$ cat src/mvng_pkg.sv
// Shared types and constants of the mesh vertex normal generator.
package mvng_pkg;

  localparam int CoordW       = 16;
  localparam int NormFracBits = 14;
  localparam int NormW        = 16;
  localparam int IdxW         = 10;
  localparam int ItemW        = 11;
  localparam int CountW       = 12;
  localparam int AccW         = 36;
  localparam int MagLimit     = 30;
  localparam int SqW          = 62;
  localparam int LenW         = 32;
  localparam int MulW         = 32;
  localparam int NumW         = MagLimit + NormFracBits + 1;
  localparam int DivCntW      = $clog2(NumW + 1);
  localparam int QDepth       = 2;
  localparam logic [NumW-1:0] NormOne = NumW'(1) << NormFracBits;

  typedef enum logic [1:0] {
    REQ_VERTEX,
    REQ_TRIANGLE,
    REQ_QUERY,
    REQ_CLEAR
  } req_e;

  typedef enum logic [1:0] {
    STAT_OK,
    STAT_RANGE,
    STAT_FULL,
    STAT_ZERO
  } status_e;

  typedef enum logic [3:0] {
    S_IDLE,
    S_FETCH,
    S_CROSS,
    S_WALK,
    S_MAG,
    S_SHRINK,
    S_SQ,
    S_SQRT,
    S_DIV_LOAD,
    S_DIV_RUN,
    S_DIV_STORE,
    S_EMIT
  } state_e;

  typedef struct packed {
    req_e                      req;
    logic signed [CoordW-1:0]  pos_x;
    logic signed [CoordW-1:0]  pos_y;
    logic signed [CoordW-1:0]  pos_z;
    logic [IdxW-1:0]           corner_a;
    logic [IdxW-1:0]           corner_b;
    logic [IdxW-1:0]           corner_c;
    logic [IdxW-1:0]           query_vertex;
  } cmd_t;

  typedef struct {
    logic valid;
    logic ready;
  } hs_t;

endpackage

$ cat src/mvng_front.sv
// Input side: accepts items, decodes the request and queues commands for the back end.
module mvng_front (
  input  logic                              clk_i,
  input  logic                              rst_ni,
  input  logic                              in_valid_i,
  output logic                              in_ready_o,
  input  logic [1:0]                        req_type_i,
  input  logic signed [mvng_pkg::CoordW-1:0] pos_x_i,
  input  logic signed [mvng_pkg::CoordW-1:0] pos_y_i,
  input  logic signed [mvng_pkg::CoordW-1:0] pos_z_i,
  input  logic [mvng_pkg::IdxW-1:0]         corner_a_i,
  input  logic [mvng_pkg::IdxW-1:0]         corner_b_i,
  input  logic [mvng_pkg::IdxW-1:0]         corner_c_i,
  input  logic [mvng_pkg::IdxW-1:0]         query_vertex_i,
  output mvng_pkg::cmd_t                    cmd_o,
  output logic                              cmd_valid_o,
  input  logic                              cmd_ready_i
);
  import mvng_pkg::*;

  localparam int PtrW = $clog2(QDepth);

  cmd_t            q_mem [QDepth];
  cmd_t            in_cmd;
  logic [PtrW-1:0] wr_ptr_q, rd_ptr_q;
  logic [PtrW:0]   cnt_q;
  logic            push, pop;

  always_comb begin
    in_cmd.req          = req_e'(req_type_i);
    in_cmd.pos_x        = pos_x_i;
    in_cmd.pos_y        = pos_y_i;
    in_cmd.pos_z        = pos_z_i;
    in_cmd.corner_a     = corner_a_i;
    in_cmd.corner_b     = corner_b_i;
    in_cmd.corner_c     = corner_c_i;
    in_cmd.query_vertex = query_vertex_i;
  end

  assign in_ready_o  = (cnt_q != (PtrW+1)'(QDepth));
  assign cmd_valid_o = (cnt_q != '0);
  assign cmd_o       = q_mem[rd_ptr_q];
  assign push        = in_valid_i && in_ready_o;
  assign pop         = cmd_valid_o && cmd_ready_i;

  always_ff @(posedge clk_i or negedge rst_ni) begin
    if (!rst_ni) begin
      wr_ptr_q <= '0;
      rd_ptr_q <= '0;
      cnt_q    <= '0;
    end else begin
      if (push) begin
        wr_ptr_q <= wr_ptr_q + 1'b1;
      end
      if (pop) begin
        rd_ptr_q <= rd_ptr_q + 1'b1;
      end
      if (push && !pop) begin
        cnt_q <= cnt_q + 1'b1;
      end else if (pop && !push) begin
        cnt_q <= cnt_q - 1'b1;
      end
    end
  end

  always_ff @(posedge clk_i) begin
    if (push) begin
      q_mem[wr_ptr_q] <= in_cmd;
    end
  end

endmodule

$ cat config.mk
export PLATFORM = sky130hd
export DESIGN_NAME = mvng_front
export DESIGN_NICKNAME = d
export VERILOG_FILES = /design/src/mvng_pkg.sv /design/src/mvng_front.sv
export SDC_FILE = /design/constraint.sdc
export NUM_CORES = 1
export LEC_CHECK = 0
export ABC_AREA = 0
export BUFFER_PORTS_ARGS = -buffer_cell sky130_fd_sc_hd__buf_2
export CAP_MARGIN = 20
export CORE_MARGIN = 2
export CORE_UTILIZATION = 50
export CTS_CLUSTER_DIAMETER = 100
export DETAILED_ROUTE_END_ITERATION = 8
export MAX_ROUTING_LAYER = met4
export PLACE_DENSITY = 0.82
export REMOVE_ABC_BUFFERS = 1
export SLEW_MARGIN = 30
export SYNTH_ARGS = -nofsm -noshare
export SYNTH_HDL_FRONTEND = slang
export SYNTH_SLANG_ARGS = --single-unit
$ cat constraint.sdc
create_clock -name clk_i -period 7.5 [get_ports clk_i]
set_input_delay 0 -clock clk_i [delete_from_list [all_inputs] [get_ports clk_i]]
set_output_delay 0 -clock clk_i [all_outputs]
set_load 0.03 [all_outputs]
# After elaboration in Yosys (flattened, before gate mapping)

Memories as Yosys holds them, arrays and structs flattened.
Cells that the tools add are included.
Widths: inputs -> output; s select.

Memories: 1
Bits in writable memories: 180
Input bits: 94
Flip-flop bits (word level): 4
Word-level logic and storage cells: 21

Memories:

| memory | words | bits a word | rd ports | clocked after memory_dff | wr ports | line             | text |
|---|---|---|---|---|---|---|---|
| q_mem  | 2     | 90          | 1        | 0                        | 1        | mvng_front.sv:23 | `cmd_t q_mem [QDepth];` |

Reduce and logical (&&, ||, !) cells: 8
Equal/unequal tests: 1
Multiplexer cells: 4
Add/sub/neg operators: 4

Operators by type and width:

| operator            | count |
|---|---|
| $logic_and 1x1->1   | 4 |
| $mux 2              | 2 |
| $reduce_bool 2->1   | 2 |
| $add 1x1->1 const B | 2 |
| $add 2x1->2 const B | 1 |
| $logic_not 1->1     | 2 |
| $mux 1              | 2 |
| $ne 2x2->1 const B  | 1 |
| $sub 2x1->2 const B | 1 |

# Longest topological paths before layout

Gate-level depths: netlist of run 1.

Depth after elaboration: 6
Mapped depth: 7

# Worst setup path before layout of run 1

OpenSTA, ideal clock, no wires.

Kind: flip-flop to flip-flop
Start: register cnt_q[0]
End: memory q_mem[0][0] (netlist name) (enable)
Data arrival time: 4640 ps
Slack: 2321 ps
Setup time: 540 ps
Path buffers: 0
Cell stages (with the launch flop): 4
Data required time: 6960 ps
Cell sequence: dfrtp_1 -> nand2b_1 -> nand2_1 -> nor2_1

Word-level cells in the longest chain between the ends: 4

Ends and longest elaborated chain:

| element                      | line             | text |
|---|---|---|
| start, declared              | mvng_front.sv:26 | `logic [PtrW:0] cnt_q;` |
| start signal, assigned       | mvng_front.sv:59 | `cnt_q <= cnt_q + 1'b1;` |
| start signal, assigned       | mvng_front.sv:61 | `cnt_q <= cnt_q - 1'b1;` |
| $ne 2x2->1                   | mvng_front.sv:40 | `assign in_ready_o = (cnt_q != (PtrW+1)'(QDepth));` |
| via in_ready_o               | mvng_front.sv:6  | `output logic in_ready_o,` |
| $logic_and 1x1->1            | mvng_front.sv:43 | `assign push = in_valid_i && in_ready_o;` |
| $mux 1                       | mvng_front.sv:67 | `if (push) begin` |
| $mux 1 (implied by the code) | mvng_front.sv:68 | `q_mem[wr_ptr_q] <= in_cmd;` |
| end, declared                | mvng_front.sv:23 |  |

The timed path passes the listed nets, and every way through them passes these cells.

==> impl_metrics.env, run 1 <==
export IMPL_grt_start_max_net_pins=91
export IMPL_pwr_share_seq_pct=39.7
export IMPL_syn_area_per_cell_sq_um=24.0
export IMPL_p_sw_share_pct=34.8
export IMPL_yosys_warnings=0
export IMPL_r2r_start="cnt_q[0]$_DFFE_PN0P_"
export IMPL_die_area_sq_um=15200
export IMPL_gp_congestion=0.686
export IMPL_async_reset_ff_share_pct=2.17
export IMPL_grt_pass1_vias=4129
export IMPL_timing_final_ws_setup_ns=4.71
export IMPL_finalHoldViolations=0
export IMPL_worst_pin_slew_ns=0.883
export IMPL_p_leak_nw=3.92
export IMPL_grt_pass1_wl_um=20400
export IMPL_io_pins=186
export IMPL_rows=43
export IMPL_ys_seq_area_share_pct=77.1
export IMPL_finClkSkew_ns=0.00550
export IMPL_crit_path_end_kind="primary output"
export IMPL_clkPwrFrac_pct=23.2
export IMPL_finalInstanceArea_sq_um=9690
export IMPL_clkSinkCount=184
export IMPL_intPower_mw=2.54
export IMPL_worstPathArrival_ns=2.79
export IMPL_drt_wl_total_um=13900
export IMPL_h_tree_depth=4
export IMPL_critPathRequiredTime_ns=7.50
export IMPL_slew_headroom_pct=41.1
export IMPL_drc=0
export IMPL_switching_power_mw=1.35
export IMPL_pre_cts_slack_ns=5.11
export IMPL_finalSetupTns_ns=0
export IMPL_max_freq_mhz=359
export IMPL_routedWlPerCell_um=17.7
export IMPL_reg2reg_to="q_mem[1][63]$_DFFE_PP_"
export IMPL_area_growth_pct=35.7
export IMPL_ys_types=15
export IMPL_worstHoldPathType="in2reg"
export IMPL_dp_hpwl_um=7890
export IMPL_synthCells=298
export IMPL_start_util_pct=51.2
export IMPL_fillers=855
export IMPL_fin_nets=684
export IMPL_clk_pin_slew_ns=0.07
export IMPL_ys_flop_type="edfxtp_1"
export IMPL_core_sq_um=13900
export IMPL_powerDensity_nw_per_um2=401
export IMPL_vias=3814
export IMPL_antennaDiodeCount=0
export IMPL_vdd_drop_max_mv=0.315
export IMPL_critPathLaunchType="flop"
export IMPL_drt_pass1_iter_count=4
export IMPL_ant_nets=0
export IMPL_drv_cap=0
export IMPL_crit_type="reg2out"
export IMPL_cts_buffer_depth=2
export IMPL_drive_above_1_share_pct=51.7
export IMPL_vias_per_cell=4.88
export IMPL_dr_first_iter_drc_count=285
export IMPL_synth_seq_cells=184
export IMPL_ctsRootBufferMaster="clkbuf_16"
export IMPL_slew_violations=0
export IMPL_power_frac_comb_pct=37.2
export IMPL_status="finished clean"
export IMPL_dpl_cell_area_sq_um=8140
export IMPL_die_w_um=123
export IMPL_post_cts_resize_count=0
export IMPL_globalRouteTotalUtil_pct=18.9
export IMPL_setup_viol=0
export IMPL_r2r_slack_ns=5.25
export IMPL_syn_area_sq_um=7140
export IMPL_cts_tree="yes"
export IMPL_rr_worst_depth=3
export IMPL_cp_startpoint="rd_ptr_q$_DFFE_PN0P_"
export IMPL_critPathCapture="cmd_o[69]"
export IMPL_numCtsBuffers=17
export IMPL_dp_cells=656
export IMPL_finalNonFillerCells=782
export IMPL_cts_setup_buffers=0
export IMPL_placement_io_buffers=185
export IMPL_final_period_utilization_pct=37.2
export IMPL_overflow=0
export IMPL_cts_hold_buf=94
export IMPL_synth_edff_count=180
export IMPL_rsz0062_at_grt="false"
export IMPL_clock_latency_ns=0.42
export IMPL_grt_antenna_before_repair=0
export IMPL_fp_dieH_um=123
export IMPL_period_minus_slack_ns=2.79
export IMPL_path_max_fanout=49
export IMPL_timing_hold_ws_ns=0.305
cell families (layout without fill, tap and decap cells):
kind of cell / after synthesis / count (layout) / synth area share [%]
buf+inv: 11 / 315 / 2.73
simple gates: 7 / 7 / 0.474
flops: 184 / 184 / 77.1
fa+ha+maj: 1 / 1 / 0.175
xor+xnor: 5 / 5 / 0.614
mux: 90 / 90 / 18.9
worst max-delay path: stages (launching register included):
cell and delay (ns):
dfrtp_4 0.95, buf_4 0.81, mux2_2 0.41, buf_2 0.18
per-layer routing:
| layer | track usage (%) | share of wire [%] | wire length [um] | up-vias |
|---|---|---|---|---|
| li1 | - | - | - | 1761 |
| met1 | 20.1 | 38 | 5230 | 1873 |
| met2 | 33.3 | 55 | 7570 | 152 |
| met3 | 5.40 | 5.4 | 743 | 28 |
| met4 | 7.10 | 2.3 | 316 | 0 |
| met5 | - | 0 | 0 | - |
synth_stat cells, types with 2 or more instances:
library cell  number  area (sq um)
dfrtp_1            4           100
nor2_1             2          7.51
buf_12             9           180
xnor2_1            3          26.3
edfxtp_1         180          5410
mux2_4            89          1340
xor2_1             2          17.5
nand2_1            2          7.51
registers in the layout, indices dropped and copies added, names as in the netlist:
| signal | count |
|---|---|
| rd_ptr_q | 1 |
| q_mem | 180 |
| wr_ptr_q | 1 |
| cnt_q | 2 |
power groups by stage:
| stage | logic (mW) | registers, mW | clock network [mW] |
|---|---|---|---|
| 4_1_cts | 1.45 | 1.54 | 0.912 |
| 5_1_grt | 1.52 | 1.56 | 0.957 |
| 2_1_floorplan | 1.11 | 1.60 | 0 |
| 6_report | 1.44 | 1.54 | 0.901 |
| 3_3_place_gp | 1.39 | 1.54 | 0 |
| 3_5_place_dp | 1.41 | 1.56 | 0 |
stage by stage:
stage               util (%)  power [mW]
floorplan                  -        2.70
global placement        58.4        2.94
detailed placement      58.4        2.97
CTS                     69.5        3.91
global route            69.5        4.04
finish                  69.5        3.89
cell usage in the layout (no fill, tap or decap):
cell type	netlist	routed
buf_2	0	185
edfxtp_1	180	180
dlygate4sd3_1	0	94
mux2_4	89	89
clkbuf_16	0	17
clkinvlp_4	0	4
xnor2_1	3	3
clkinv_4	0	3
bufinv_16	0	3
dfrtp_1	4	3
nand2_1	2	2
xor2_1	2	2
clkbuf_1	0	2
buf_4	0	2
nand2b_1	1	1
inv_1	1	1
or2_1	1	1
and3_4	0	1
nor2_4	0	1
nor2_1	2	1
mux2_2	1	1
ha_1	1	1
inv_6	0	1
clkinv_2	0	1
inv_8	0	1
buf_6	1	1
dfrtp_4	0	1
area by class of cell:
cell class / count / area (sq um) / share of cell area [%]
clock buffers: 19 / 433 / 4.47
clock inverters: 13 / 171 / 1.77
inverters: 1 / 3.75 / 0.0388
multi-input cells: 103 / 1450 / 15.0
flip-flops and latches: 184 / 5510 / 56.9
well taps: 180 / 225 / 2.33
repair buffers: 282 / 1890 / 19.5
worst min path at each step:
| stage | end | slack (ns) | cells after the start | from |
|---|---|---|---|---|
| after floorplan | cnt_q[0]$_DFFE_PN0P_ | -0.30 | 0 | rst_ni |
| after global placement | wr_ptr_q$_DFFE_PN0P_ | -0.19 | 1 | rst_ni |
| after detailed placement | cnt_q[0]$_DFFE_PN0P_ | -0.19 | 1 | rst_ni |
| after CTS | q_mem[0][88]$_DFFE_PP_ | 0.28 | 2 | req_type_i[0] |
| after global routing | q_mem[1][23]$_DFFE_PP_ | 0.28 | 2 | corner_b_i[3] |
| final | q_mem[1][40]$_DFFE_PP_ | 0.31 | 2 | pos_z_i[0] |
(Power assumes the default switching activity.)
==> run 2: changes to the inputs <==
- ABC_AREA: 0 -> 1
- PLACE_DENSITY: 0.82 -> 0.83
- clock period: 7.5 -> 2.88 ns (I/O delays scaled with it)
==> impl_metrics.env, run 2 <==
export IMPL_worst_path_most_repeated_cell="nand2_1"
export IMPL_cts_buffer_depth=2
export IMPL_gp_congestion=0.725
export IMPL_path_max_fanout=91
export IMPL_drt_wl_total_um=14800
export IMPL_vias_per_cell=4.81
export IMPL_dr_first_iter_drc_count=275
export IMPL_area_growth_pct=37.3
export IMPL_total_power_mw=9.89
export IMPL_period_minus_slack_ns=2.01
export IMPL_drive_above_1_share_pct=28.1
export IMPL_ys_types=15
export IMPL_pwr_share_seq_pct=38.6
export IMPL_clk_pin_slew_ns=0.06
export IMPL_max_freq_mhz=497
export IMPL_rsz0062_at_grt="false"
export IMPL_clock_latency_ns=0.42
export IMPL_status="finished clean"
export IMPL_met1Wirelength_um=5450
export IMPL_met2WireLength_um=8020
export IMPL_synth_area_leaders="edfxtp_1 (79%), nand2_1 (15%), clkbuf_8 (1.8%)"
export IMPL_synth_seq_cells=184
export IMPL_ys_flop_type="edfxtp_1"
export IMPL_die_area_sq_um=14600
export IMPL_vdd_drop_max_mv=0.730
export IMPL_cts_setup_buffers=0
export IMPL_fp_dieH_um=121
export IMPL_drv_cap=0
export IMPL_r2r_start="cnt_q[0]$_DFFE_PN0P_"
export IMPL_worst_pin_slew_ns=0.937
export IMPL_yosysMostFrequentCell="nand2_1"
export IMPL_grt_start_max_net_pins=92
export IMPL_grt_pass1_wl_um=22200
export IMPL_clkPwrFrac_pct=22.1
export IMPL_intPower_mw=5.90
export IMPL_p_sw_share_pct=40.3
export IMPL_vias=4669
export IMPL_top_register="q_mem"
export IMPL_final_common_cell="nand2_1"
export IMPL_yosys_area_top_type="edfxtp_1"
export IMPL_crit_path_end_kind="primary output"
export IMPL_final_period_utilization_pct=69.8
export IMPL_critPathRequiredTime_ns=2.88
export IMPL_core_sq_um=13300
export IMPL_p_leak_nw=4.03
export IMPL_placement_io_buffers=185
export IMPL_grt_pass1_vias=4744
export IMPL_slew_violations=0
export IMPL_syn_area_per_cell_sq_um=13.7
export IMPL_numCtsBuffers=17
export IMPL_cts_tree="yes"
export IMPL_finClkSkew_ns=0.00598
export IMPL_largest_reg_flops=180
export IMPL_dr_wl_met3_um=944
export IMPL_start_util_pct=51.3
export IMPL_syn_area_sq_um=6820
export IMPL_synthCells=498
export IMPL_rows=42
export IMPL_setup_viol=0
export IMPL_finalSetupTns_ns=0
export IMPL_ys_seq_area_share_pct=80.7
export IMPL_cp_startpoint="rd_ptr_q$_DFFE_PN0P_"
export IMPL_r2r_slack_ns=1.15
export IMPL_slowest_delay_ns=0.72
export IMPL_drt_pass1_iter_count=4
export IMPL_worstHoldPathType="in2reg"
export IMPL_rr_worst_depth=5
export IMPL_synth_edff_count=180
export IMPL_yosys_warnings=0
export IMPL_reg_top3="q_mem (180), cnt_q (2)"
export IMPL_clkSinkCount=184
export IMPL_io_pins=186
export IMPL_h_tree_depth=4
export IMPL_cp_cell_sequence="buf_4, nand2_1, nand2_1, buf_2"
export IMPL_reg2reg_to="q_mem[1][72]$_DFFE_PP_"
export IMPL_dp_hpwl_um=8370
export IMPL_globalRouteTotalUtil_pct=21.0
export IMPL_die_w_um=121
export IMPL_top_layer="met4"
export IMPL_drc=0
export IMPL_post_synth_top_area_fraction_pct=79.3
export IMPL_overflow=0
export IMPL_slew_headroom_pct=37.5
export IMPL_dpl_cell_area_sq_um=7860
export IMPL_power_frac_comb_pct=39.3
export IMPL_ys_top_cells_by_count="nand2_1 (279), edfxtp_1 (180), buf_2 (9), clkbuf_8 (9), inv_1 (6)"
export IMPL_fin_nets=878
export IMPL_grt_antenna_before_repair=0
export IMPL_finalHoldViolations=0
export IMPL_switching_power_mw=3.99
export IMPL_async_reset_ff_share_pct=2.17
export IMPL_ant_nets=0
export IMPL_cp_slowest_cell="buf_4"
export IMPL_layout_common_cells="nand2_1 (279), buf_2 (185), edfxtp_1 (180)"
export IMPL_powerDensity_nw_per_um2=1060
export IMPL_antennaDiodeCount=0
export IMPL_worstPathArrival_ns=2.01
export IMPL_finalInstanceArea_sq_um=9360
export IMPL_routedWlPerCell_um=15.2
export IMPL_crit_type="reg2out"
export IMPL_critPathLaunchType="flop"
export IMPL_ctsRootBufferMaster="clkbuf_16"
export IMPL_critPathCapture="cmd_o[73]"
run 2: cell types whose count changed in the layout (fill, tap and decap cells not counted), moves of 2 or more:
cell      before  now
nand2_1        2  279
mux2_4        89    0
inv_1          1    6
buf_4          2    5
clkinv_1       0    3
clkinv_4       3    1
nand3_1        0    2
xnor2_1        3    1
run 2: worst min path at each step:
stage | from | to | cells past startpoint
after global placement | rst_ni | cnt_q[0]$_DFFE_PN0P_ | 1
after detailed placement | rst_ni | cnt_q[1]$_DFFE_PN0P_ | 1
after CTS | corner_c_i[4] | q_mem[1][14]$_DFFE_PP_ | 2
after floorplan | rst_ni | cnt_q[0]$_DFFE_PN0P_ | 0
final | corner_b_i[1] | q_mem[1][21]$_DFFE_PP_ | 2
after global routing | query_vertex_i[6] | q_mem[0][6]$_DFFE_PP_ | 2
run 2: cell type report:
class / instances / area [sq um]
clock buffers: 18 / 429
well taps: 176 / 220
fillers: 856 / 3940
repair buffers: 285 / 1920
inverters: 7 / 26.3
clock inverters: 13 / 131
multi-input cells: 288 / 1120
flip-flops and latches: 184 / 5510
run 2: what timing repair did:
item,CTS,global route
hold endpoints to repair,186,0
resized for setup,0,0
endpoints found under the setup margin,0,0
hold buffers,94,0
run 2: metal layers:
layer	global-route usage (%)	vias to the layer above
met5	-	-
met4	9.30	0
met3	5.28	33
met2	37.4	197
met1	21.8	2199
li1	-	2240
run 2: critical path, delay by kind of cell (launching register included):
| family | cells | cell delay, ns |
|---|---|---|
| DFF | 1 | 0.37 |
| and+or+nand+nor | 2 | 0.28 |
| buffers and inverters | 2 | 0.92 |
run 2: cells by family after synthesis:
logic type	synth area share, %
xor gates and xnor gates	0.257
adders and majority gates	0.183
buffers and inverters	3.03
DFF	80.7
and+or+nand+nor	15.8
run 2: power groups by stage:
stage | Combinational [mW] | Sequential (mW) | Clock, mW
floorplan | 2.49 | 4.03 | 0
global placement | 3.72 | 3.84 | 0
global route | 4.18 | 3.86 | 2.33
CTS | 3.88 | 3.81 | 2.22
finish | 3.89 | 3.82 | 2.19
detailed placement | 3.77 | 3.87 | 0
run 2: through the flow:
stage          hold slack [ns]  cells  setup slack (ns)  utilization [%]
2_1_floorplan           -0.296    479             -2.23                -
3_3_place_gp            -0.192    846              1.23             59.1
6_report                 0.308    971             0.869             70.4
4_1_cts                  0.279    971             0.857             70.4
3_5_place_dp            -0.187    846              1.20             59.1
5_1_grt                  0.292    971             0.721             70.4
